## config.mk

```make
export PLATFORM = sky130hd
export DESIGN_NAME = clock_seven_segment_formatter
export DESIGN_NICKNAME = d
export VERILOG_FILES = /design/src/rtl/csf_pkg.sv /design/src/rtl/clock_seven_segment_formatter.sv
export SDC_FILE = /design/constraint.sdc
export NUM_CORES = 1
export LEC_CHECK = 0
export ABC_CLOCK_PERIOD_IN_PS = 10700
export BUFFER_PORTS_ARGS = -buffer_cell sky130_fd_sc_hd__buf_4
export CAP_MARGIN = 10
export CORE_MARGIN = 2
export CORE_UTILIZATION = 64
export DETAILED_ROUTE_END_ITERATION = 6
export GPL_ROUTABILITY_DRIVEN = 0
export PLACE_DENSITY_LB_ADDON = 0.25
export REMOVE_ABC_BUFFERS = 1
export SETUP_SLACK_MARGIN = 0.1
export SKIP_CTS_REPAIR_TIMING = 1
export SYNTH_ARGS = -nofsm -noshare
export SYNTH_HDL_FRONTEND = slang
export SYNTH_SLANG_ARGS = --single-unit
```

## constraint.sdc

```tcl
create_clock -name clk -period 10.7 [get_ports clk]
set_clock_uncertainty 0.1 [all_clocks]
set_input_delay 2.14 -clock clk [delete_from_list [all_inputs] [get_ports clk]]
set_output_delay 2.14 -clock clk [all_outputs]
set_load 0.01 [all_outputs]
```

## src/rtl/csf_pkg.sv

```systemverilog
// Shared constants, segment fonts and digit helpers for the clock
// seven-segment formatter. Used by the formatter and its stream checker.
// No dependencies.
package csf_pkg;

	// Snapshot and row geometry
	localparam int unsigned ROWS       = 8;
	localparam int unsigned ROW_W      = $clog2(ROWS);
	localparam int unsigned IN_DATA_W  = 56;
	localparam int unsigned IN_USER_W  = 4;
	localparam int unsigned OUT_DATA_W = 32;
	localparam int unsigned BRIGHT_W   = 4;

	// Display mode codes
	localparam logic [3:0] MODE_INT_TEMP  = 4'd0;
	localparam logic [3:0] MODE_EXT_TEMP  = 4'd1;
	localparam logic [3:0] MODE_SET_HOUR  = 4'd2;
	localparam logic [3:0] MODE_SET_MIN   = 4'd3;
	localparam logic [3:0] MODE_SET_SEC   = 4'd4;
	localparam logic [3:0] MODE_SET_DATE  = 4'd5;
	localparam logic [3:0] MODE_SET_MONTH = 4'd6;
	localparam logic [3:0] MODE_SET_YEAR  = 4'd7;
	localparam logic [3:0] MODE_INTENSITY = 4'd8;
	localparam logic [3:0] MODE_DEMO      = 4'd9;

	// Segment patterns
	localparam logic [6:0] SAT_MAX = 7'd99;
	localparam logic [7:0] T_COLON = 8'h60;
	localparam logic [7:0] T_DOT   = 8'h80;
	localparam logic [7:0] D_DOT   = 8'h20;
	localparam logic [7:0] D_MINUS = 8'h04;
	localparam logic [7:0] D_DEG   = 8'h0F;
	localparam logic [7:0] D_CEL   = 8'h99;
	localparam logic [7:0] T_E     = 8'h4F;
	localparam logic [7:0] T_R     = 8'h05;
	localparam logic [7:0] T_O     = 8'h1D;

	typedef logic [7:0] seg_t;
	typedef seg_t [ROWS-1:0] row_bytes_t;

	// Time display font, pabcdefg layout
	function automatic seg_t time_glyph(input logic [3:0] d);
		seg_t g;
		unique case (d)
			4'd0:    g = 8'h7E;
			4'd1:    g = 8'h30;
			4'd2:    g = 8'h6D;
			4'd3:    g = 8'h79;
			4'd4:    g = 8'h33;
			4'd5:    g = 8'h5B;
			4'd6:    g = 8'h5F;
			4'd7:    g = 8'h70;
			4'd8:    g = 8'h7F;
			4'd9:    g = 8'h7B;
			default: g = 8'h00;
		endcase
		return g;
	endfunction

	// Date and temperature display font, dcpefgba layout
	function automatic seg_t date_glyph(input logic [3:0] d);
		seg_t g;
		unique case (d)
			4'd0:    g = 8'hDB;
			4'd1:    g = 8'h42;
			4'd2:    g = 8'h97;
			4'd3:    g = 8'hC7;
			4'd4:    g = 8'h4E;
			4'd5:    g = 8'hCD;
			4'd6:    g = 8'hDD;
			4'd7:    g = 8'h43;
			4'd8:    g = 8'hDF;
			4'd9:    g = 8'hCF;
			default: g = 8'h00;
		endcase
		return g;
	endfunction

	// Saturates a value to 99 and returns {tens byte, ones byte}. The tens
	// digit comes from a multiply by 205 and shift by 11, exact below 180.
	function automatic logic [15:0] digit_pair(input logic [7:0] v, input logic blank_lead,
		input logic date_font);
		logic [6:0]  s;
		logic [14:0] prod;
		logic [3:0]  tens;
		logic [6:0]  ones;
		seg_t        hi;
		seg_t        lo;
		s    = (v > {1'b0, SAT_MAX}) ? SAT_MAX : v[6:0];
		prod = 15'(s) * 15'd205;
		tens = prod[14:11];
		ones = s - 7'(tens) * 7'd10;
		hi   = date_font ? date_glyph(tens) : time_glyph(tens);
		lo   = date_font ? date_glyph(ones[3:0]) : time_glyph(ones[3:0]);
		if (blank_lead && (tens == 4'd0)) begin
			hi = 8'h00;
		end
		return {hi, lo};
	endfunction

endpackage

```

## src/rtl/clock_seven_segment_formatter.sv

```systemverilog
// Clock seven-segment formatter: turns one clock snapshot into eight
// display rows of segment bytes. Depends on csf_pkg.
//
// Usage:
//   Input stream (s_axis_*): one transaction is one snapshot of clock data
//   (time, colon flag, date, year, temperature) with the display mode on
//   s_axis_tuser. Output stream (m_axis_*): eight transactions per snapshot,
//   rows with address 1 to 8 in order, m_axis_tlast high on the eighth.
//   The brightness register is written through cfg_wr_en/cfg_wr_data;
//   the user is to write it only while the block is idle, as the block
//   itself does not enforce this. It is used by the intensity view. A
//   snapshot is captured in the snapshot register, and its rows then pass
//   through the output row register. Throughput: one row per cycle while
//   the receiver does not stall; this is set by the single output row
//   register, which the row counter fills with the eight rows of the held
//   snapshot in turn. The next snapshot is taken in the same cycle as the
//   last row is loaded, so snapshots follow each other without a gap.
//   Reset clears the snapshot and output valid flags, the row counter and
//   the brightness (to zero). When the receiver stalls, the output row holds
//   and the held snapshot waits; the input side is ready again as the
//   last row of the held snapshot is loaded into the output register.
module clock_seven_segment_formatter
	import csf_pkg::*;
(
	input  logic                  clk,
	input  logic                  arst_n,
	// Configuration: brightness register
	input  logic                  cfg_wr_en,
	input  logic [BRIGHT_W-1:0]   cfg_wr_data,
	// Input snapshot stream
	input  logic                  s_axis_tvalid,
	output logic                  s_axis_tready,
	// tdata, low bit up: hours[6:0], minutes[13:7], seconds[20:14],
	// colon_lit[21], day_of_month[28:22], month_value[35:29], year_low[42:36],
	// temperature[50:43], zero fill[55:51]
	input  logic [IN_DATA_W-1:0]  s_axis_tdata,
	// tuser: display_mode[3:0]
	input  logic [IN_USER_W-1:0]  s_axis_tuser,
	// Output row stream
	output logic                  m_axis_tvalid,
	input  logic                  m_axis_tready,
	// tdata, low bit up: row_address[3:0], temp_segments[11:4],
	// date_segments[19:12], time_segments[27:20], zero fill[31:28]
	output logic [OUT_DATA_W-1:0] m_axis_tdata,
	// tlast: last_row
	output logic                  m_axis_tlast
);

	logic [BRIGHT_W-1:0]  brightness_q;
	logic                 valid_s1;
	logic [ROW_W-1:0]     row_s1;
	logic [IN_DATA_W-1:0] data_s1;
	logic [IN_USER_W-1:0] mode_s1;
	logic                 load;
	logic                 in_fire;
	logic                 last_sel;

	logic [6:0]  hours, minutes, seconds, day, month, year;
	logic        colon;
	logic [7:0]  temp_raw;
	logic [7:0]  temp_mag;
	logic [15:0] hr_pair, mi_pair, se_pair, dy_pair, mo_pair, yr_pair, tp_pair, br_pair;
	row_bytes_t  tm, dt, tp;
	logic [3:0]  row_addr;

	// Configuration register
	always_ff @(posedge clk or negedge arst_n) begin
		if (!arst_n) begin
			brightness_q <= '0;
		end else if (cfg_wr_en) begin
			brightness_q <= cfg_wr_data;
		end
	end

	// Handshake: the output register takes a row whenever it is free or
	// being emptied; the input opens when idle or as the last row is taken.
	assign last_sel      = (row_s1 == ROW_W'(ROWS - 1));
	assign load          = valid_s1 && (!m_axis_tvalid || m_axis_tready);
	assign s_axis_tready = !valid_s1 || (load && last_sel);
	assign in_fire       = s_axis_tvalid && s_axis_tready;

	// Snapshot register and row counter
	always_ff @(posedge clk or negedge arst_n) begin
		if (!arst_n) begin
			valid_s1 <= 1'b0;
			row_s1   <= '0;
		end else if (in_fire) begin
			valid_s1 <= 1'b1;
			row_s1   <= '0;
		end else if (load) begin
			row_s1 <= row_s1 + ROW_W'(1);
			if (last_sel) begin
				valid_s1 <= 1'b0;
			end
		end
	end

	always_ff @(posedge clk) begin
		if (in_fire) begin
			data_s1 <= s_axis_tdata;
			mode_s1 <= s_axis_tuser;
		end
	end

	// Field unpacking
	assign hours    = data_s1[6:0];
	assign minutes  = data_s1[13:7];
	assign seconds  = data_s1[20:14];
	assign colon    = data_s1[21];
	assign day      = data_s1[28:22];
	assign month    = data_s1[35:29];
	assign year     = data_s1[42:36];
	assign temp_raw = data_s1[50:43];
	assign temp_mag = temp_raw[7] ? (8'd0 - temp_raw) : temp_raw;

	// Digit pairs
	assign hr_pair = digit_pair({1'b0, hours}, 1'b1, 1'b0);
	assign mi_pair = digit_pair({1'b0, minutes}, 1'b0, 1'b0);
	assign se_pair = digit_pair({1'b0, seconds}, 1'b0, 1'b0);
	assign dy_pair = digit_pair({1'b0, day}, 1'b1, 1'b1);
	assign mo_pair = digit_pair({1'b0, month}, 1'b0, 1'b1);
	assign yr_pair = digit_pair({1'b0, year}, 1'b0, 1'b1);
	assign tp_pair = digit_pair(temp_mag, 1'b1, 1'b1);
	assign br_pair = digit_pair(8'(brightness_q) + 8'd1, 1'b1, 1'b1);

	// Row bytes for the three displays, then the mode overrides
	always_comb begin
		tm[0] = hr_pair[15:8];
		tm[1] = hr_pair[7:0];
		tm[2] = colon ? T_COLON : 8'h00;
		tm[3] = mi_pair[15:8];
		tm[4] = mi_pair[7:0];
		tm[5] = colon ? T_COLON : 8'h00;
		tm[6] = se_pair[15:8];
		tm[7] = se_pair[7:0];

		dt[0] = dy_pair[15:8];
		dt[1] = dy_pair[7:0] | D_DOT;
		dt[2] = mo_pair[15:8];
		dt[3] = mo_pair[7:0] | D_DOT;
		dt[4] = date_glyph(4'd2);
		dt[5] = date_glyph(4'd0);
		dt[6] = yr_pair[15:8];
		dt[7] = yr_pair[7:0];

		tp[0] = 8'h00;
		tp[1] = temp_raw[7] ? D_MINUS : 8'h00;
		tp[2] = tp_pair[15:8];
		tp[3] = tp_pair[7:0];
		tp[4] = D_DEG;
		tp[5] = D_CEL;
		tp[6] = 8'h00;
		tp[7] = 8'h00;

		case (mode_s1) inside
			MODE_SET_HOUR, MODE_SET_MIN, MODE_SET_SEC: begin
				tm[2] = 8'h00;
				tm[5] = 8'h00;
				tp    = '0;
				if (mode_s1 == MODE_SET_HOUR) begin
					tm[0] = tm[0] | T_DOT;
					tm[1] = tm[1] | T_DOT;
				end
				if (mode_s1 == MODE_SET_MIN) begin
					tm[3] = tm[3] | T_DOT;
					tm[4] = tm[4] | T_DOT;
				end
				if (mode_s1 == MODE_SET_SEC) begin
					tm[6] = tm[6] | T_DOT;
					tm[7] = tm[7] | T_DOT;
				end
			end
			MODE_SET_DATE, MODE_SET_MONTH, MODE_SET_YEAR: begin
				tm[2] = 8'h00;
				tm[5] = 8'h00;
				tp    = '0;
				for (int k = 0; k < ROWS; k++) begin
					dt[k] = dt[k] & ~D_DOT;
				end
				if (mode_s1 == MODE_SET_DATE) begin
					dt[0] = dt[0] | D_DOT;
					dt[1] = dt[1] | D_DOT;
				end
				if (mode_s1 == MODE_SET_MONTH) begin
					dt[2] = dt[2] | D_DOT;
					dt[3] = dt[3] | D_DOT;
				end
				if (mode_s1 == MODE_SET_YEAR) begin
					dt[4] = dt[4] | D_DOT;
					dt[5] = dt[5] | D_DOT;
					dt[6] = dt[6] | D_DOT;
					dt[7] = dt[7] | D_DOT;
				end
			end
			MODE_INTENSITY: begin
				tp    = '0;
				tp[1] = D_MINUS;
				tp[4] = D_MINUS;
				tp[2] = br_pair[15:8];
				tp[3] = br_pair[7:0];
			end
			MODE_DEMO: begin
				tm[0] = T_E;
				tm[1] = T_R;
				tm[3] = T_R;
				tm[4] = T_O;
				tm[6] = T_R;
				tm[7] = T_R;
			end
			default: begin
				// Plain temperature views and unused codes: no changes
			end
		endcase
	end

	assign row_addr = 4'(row_s1) + 4'd1;

	// Output row register
	always_ff @(posedge clk or negedge arst_n) begin
		if (!arst_n) begin
			m_axis_tvalid <= 1'b0;
		end else if (load) begin
			m_axis_tvalid <= 1'b1;
		end else if (m_axis_tready) begin
			m_axis_tvalid <= 1'b0;
		end
	end

	always_ff @(posedge clk) begin
		if (load) begin
			m_axis_tdata <= {4'h0, tm[row_s1], dt[row_s1], tp[row_s1], row_addr};
			m_axis_tlast <= last_sel;
		end
	end

endmodule

```

==> flow_results.org <==
** Timing
- Final hold analysis gives a worst-case slack of ~0.40 ns.
- The final-report max-slew violation count is 0.
- At the pin with the least slew margin, the transition time is between 0.9 and 1 ns.
- Setup violations remaining at the end of the flow were counted as 0.
- Final Cycle Share :: 75.5%
- Max-slew headroom :: about a third
- Setup repair after global routing left no endpoint under its margin.
- The number of hold violations in the final report was 0.
- The worst path in the final design needs a cycle of 8.08 ns, including I/O delays and setup.
- Setup TNS :: 0 ns
- Derived from the worst setup path, the maximum achievable clock frequency is ~120 MHz.

** GRT
- Maximum number of pins on one net before global-route repair :: slightly below 60
- The via count of the first global-routing pass came to roughly 13000.
- Number of antenna violations at the first check in global routing :: 1
- The first global-routing pass estimated between 50000 and 60000 um of wire.
- Overall global routing resource usage :: between 20% and 30%
- Global routing finished with a remaining overflow of 0.

** Clock network
- Number of buffers inserted during clock tree synthesis :: 9
- Clock latency at the later pin of the worst-skew pair :: between 0.3 and 0.4 ns
- TritonCTS built the clock tree.
- Number of H-tree levels :: 3
- The clock passes through at most 2 buffers.
- Clock tree sinks :: between 90 and 100
- After clock tree synthesis, the clock-pin slew on the worst setup and hold paths is about 0.080 ns.
- The tree is rooted in a sky130_fd_sc_hd__clkbuf_16.

** Detailed routing
- Aggregate routed wire length :: 35500 um
- In this run the remaining antenna-violating nets after routing total 0.
- In the final routed layout, each cell accounts on average for between 15 and 20 um.
- The routed layout has 12600 vias.
- After the first detailed-routing iteration, the DRC count stood at approximately 910.
- Using the TritonRoute via totals, the vias-per-cell ratio works out to between 6 and 7.
- After detailed routing, the number of remaining DRC violations is 0.
- Count of TritonRoute iterations in the first routing pass :: 6

** Worst hold path
- Cell count of the worst hold path :: 1
- Start point of the worst hold path :: valid_s1$_DFFE_PN0P_
- The min-delay analysis places its worst path in the category register to register.
- Min-Delay Endpoint :: m_axis_tvalid$_DFFE_PN0P_

** Floorplanning
- Core Area :: between 0.02 and 0.025 sq mm
- For this configuration, the core starts out at a cell density of between 60% and 70%.
- The floorplan has between 50 and 60 rows.
- Vert. Die Dim :: roughly 160 um
- The die is around 160 um wide.
- The die covers between 0.02 and 0.03 sq mm.
- Number of I/O pins :: about 100

** Cells and area
- Filler Cell Count :: about 1900
- Fraction of final layout cells sized beyond drive strength 1 :: a little under a tenth
- Area of combinational cells with multiple inputs :: ~0.012 sq mm
- Registers take between 0.002 and 0.003 sq mm.
- Area delta synth->final :: 7.75%
- At the end of the flow, the number of nets in the layout was roughly 2200.
- Antenna Cells :: 0

** Worst setup path
- In this run the critical register-to-register path is captured at m_axis_tdata[8]$_DFFE_PP_.
- Count of buffering cells on the critical path with inverters included :: 4
- Setup slack of the worst register-to-register path :: approximately 2.6 ns
- Largest fanout on the critical path :: 14
- Required arrival time at the worst endpoint :: 10.70 ns
- Worst reg2reg path startpoint :: data_s1[43]$_DFFE_PP_
- For this design, the slowest cell found on the critical path is sky130_fd_sc_hd__xnor3_2.
- The critical path in this run is classified as register to register.
- On the worst path, the slowest cell contributes a delay of 0.57 ns.
- Kind of cell with the highest combined delay on the critical path :: adder cells
- The worst setup path is launched from a register.
- By instance count, the cell type seen most on the critical path is sky130_fd_sc_hd__ha_1.
- R2r worst-path depth :: 26
- STA classifies the critical path endpoint as a register.
- Worst Path Arrival :: 8.08 ns

** Power and ir drop
- Summed over all cells, the static leakage comes to around 0.0082 uW.
- Power density over the cells :: roughly 270 mW/mm^2
- Worst VDD drop :: 0.128 mV

** Place
- Port buffering added 93 buffers.
- HPWL after DPL :: 28500 um

** Logic synthesis
- After synthesis, the netlist uses 88 different library cells.
- Cells after synthesis :: between 1500 and 2000
- Average cell area after synthesis :: 9.23 sq um
- Sequential area share after synthesis :: 17.6%
- For this run, the number of Yosys warnings is 0.
- Number of flops mapped to enable cells by yosys :: 83
- The synthesized design contains 92 register bits.
- Share of synthesized registers carrying an async set or reset :: under 10%
- The synthesized netlist occupies a cell area of 0.0154 sq mm.
- Ys flop type :: sky130_fd_sc_hd__edfxtp_1

** Status
- The flow ran to the end, and the final reports show no timing, DRC or antenna violations.

** Run
- Number of maximum-capacitance constraint violations :: 0
-- state kept, by name, summed over array words and instances (netlist names) --
register	count
brightness_q	4
data_s1	51
m_axis_tdata	27
m_axis_tlast	1
m_axis_tvalid	1
mode_s1	4
row_s1	3
valid_s1	1
-- report_power, final --
part           internal (uW)  switching, uW  leakage [uW]
Clock                    182            150      0.000139
Sequential               505           52.4      0.000878
Combinational           1500           2130       0.00715
Total                   2180           2340       0.00817
-- routing by layer --
layer	global-route usage, %	wire length (um)
met1	35.0	15400
met2	49.4	17200
met3	4.09	1700
met4	10.6	1200
met5	0	0
-- synthesized netlist by cell type, drive strengths merged, types with 31 or more instances --
master  instances  area, sq um
inv           210          788
o21ai          56          280
fa             67         1340
nand2          92          345
a21oi          65          337
clkbuf         47          176
ha            349         4370
edfxtp         83         2490
nor3           38          190
xnor2          41          367
nor2           97          364
a31oi          32          200
xor2           31          290
-- final cells by class --
class,instances,share of cell area [%]
Multi-Input combinational cell,1312,70.3
Sequential cell,92,16.4
Inverter,213,4.81
Timing Repair Buffer,98,4.43
Tap cell,319,2.40
Clock buffer,10,1.38
Clock inverter,5,0.361
-- metrics by stage --
stage	utilization, %	setup WS, ns	instance area [sq um]	total power (uW)	cells
after floorplan	-	3.28	15200	3270	1617
after global placement	69.4	2.74	16300	3990	2034
after detailed placement	69.4	2.64	16300	4110	2034
after CTS	70.6	2.60	16600	4470	2049
after global routing	70.6	2.16	16600	4960	2049
final	70.6	2.62	16600	4520	2049
-- kinds of logic (layout without fill, tap and decap cells) --
kind of cell	Yosys count	in the layout	share of synthesized area, %
flops	92	92	17.6
buf+inv	271	326	6.77
xor+xnor	81	81	5.58
simple gates	406	406	13.4
mux	41	41	2.78
compound gates	363	363	16.8
other cells	1	5	0.0243
fa+ha+maj	416	416	37.0
-- worst max-delay path by stage --
| stage | start | endpoint | cells past startpoint |
|---|---|---|---|
| 2_1_floorplan | data_s1[43]$_DFFE_PP_ | m_axis_tdata[8]$_DFFE_PP_ | 25 |
| 3_3_place_gp | data_s1[43]$_DFFE_PP_ | m_axis_tdata[8]$_DFFE_PP_ | 26 |
| 3_5_place_dp | data_s1[43]$_DFFE_PP_ | m_axis_tdata[8]$_DFFE_PP_ | 26 |
| 4_1_cts | data_s1[43]$_DFFE_PP_ | m_axis_tdata[8]$_DFFE_PP_ | 26 |
| 5_1_grt | data_s1[43]$_DFFE_PP_ | m_axis_tdata[8]$_DFFE_PP_ | 26 |
| 6_report | data_s1[43]$_DFFE_PP_ | m_axis_tdata[8]$_DFFE_PP_ | 26 |
-- cell usage in the layout (no fill, tap or decap), drive strengths merged, types with 32 or more instances in the layout --
cell type,synthesis,final
ha,349,349
inv,210,212
buf,11,98
nor2,97,97
nand2,92,92
edfxtp,83,83
fa,67,67
a21oi,65,65
o21ai,56,56
xnor2,41,41
nor3,38,38
a31oi,32,32
No activity file was read; power rests on OpenSTA's default activity.
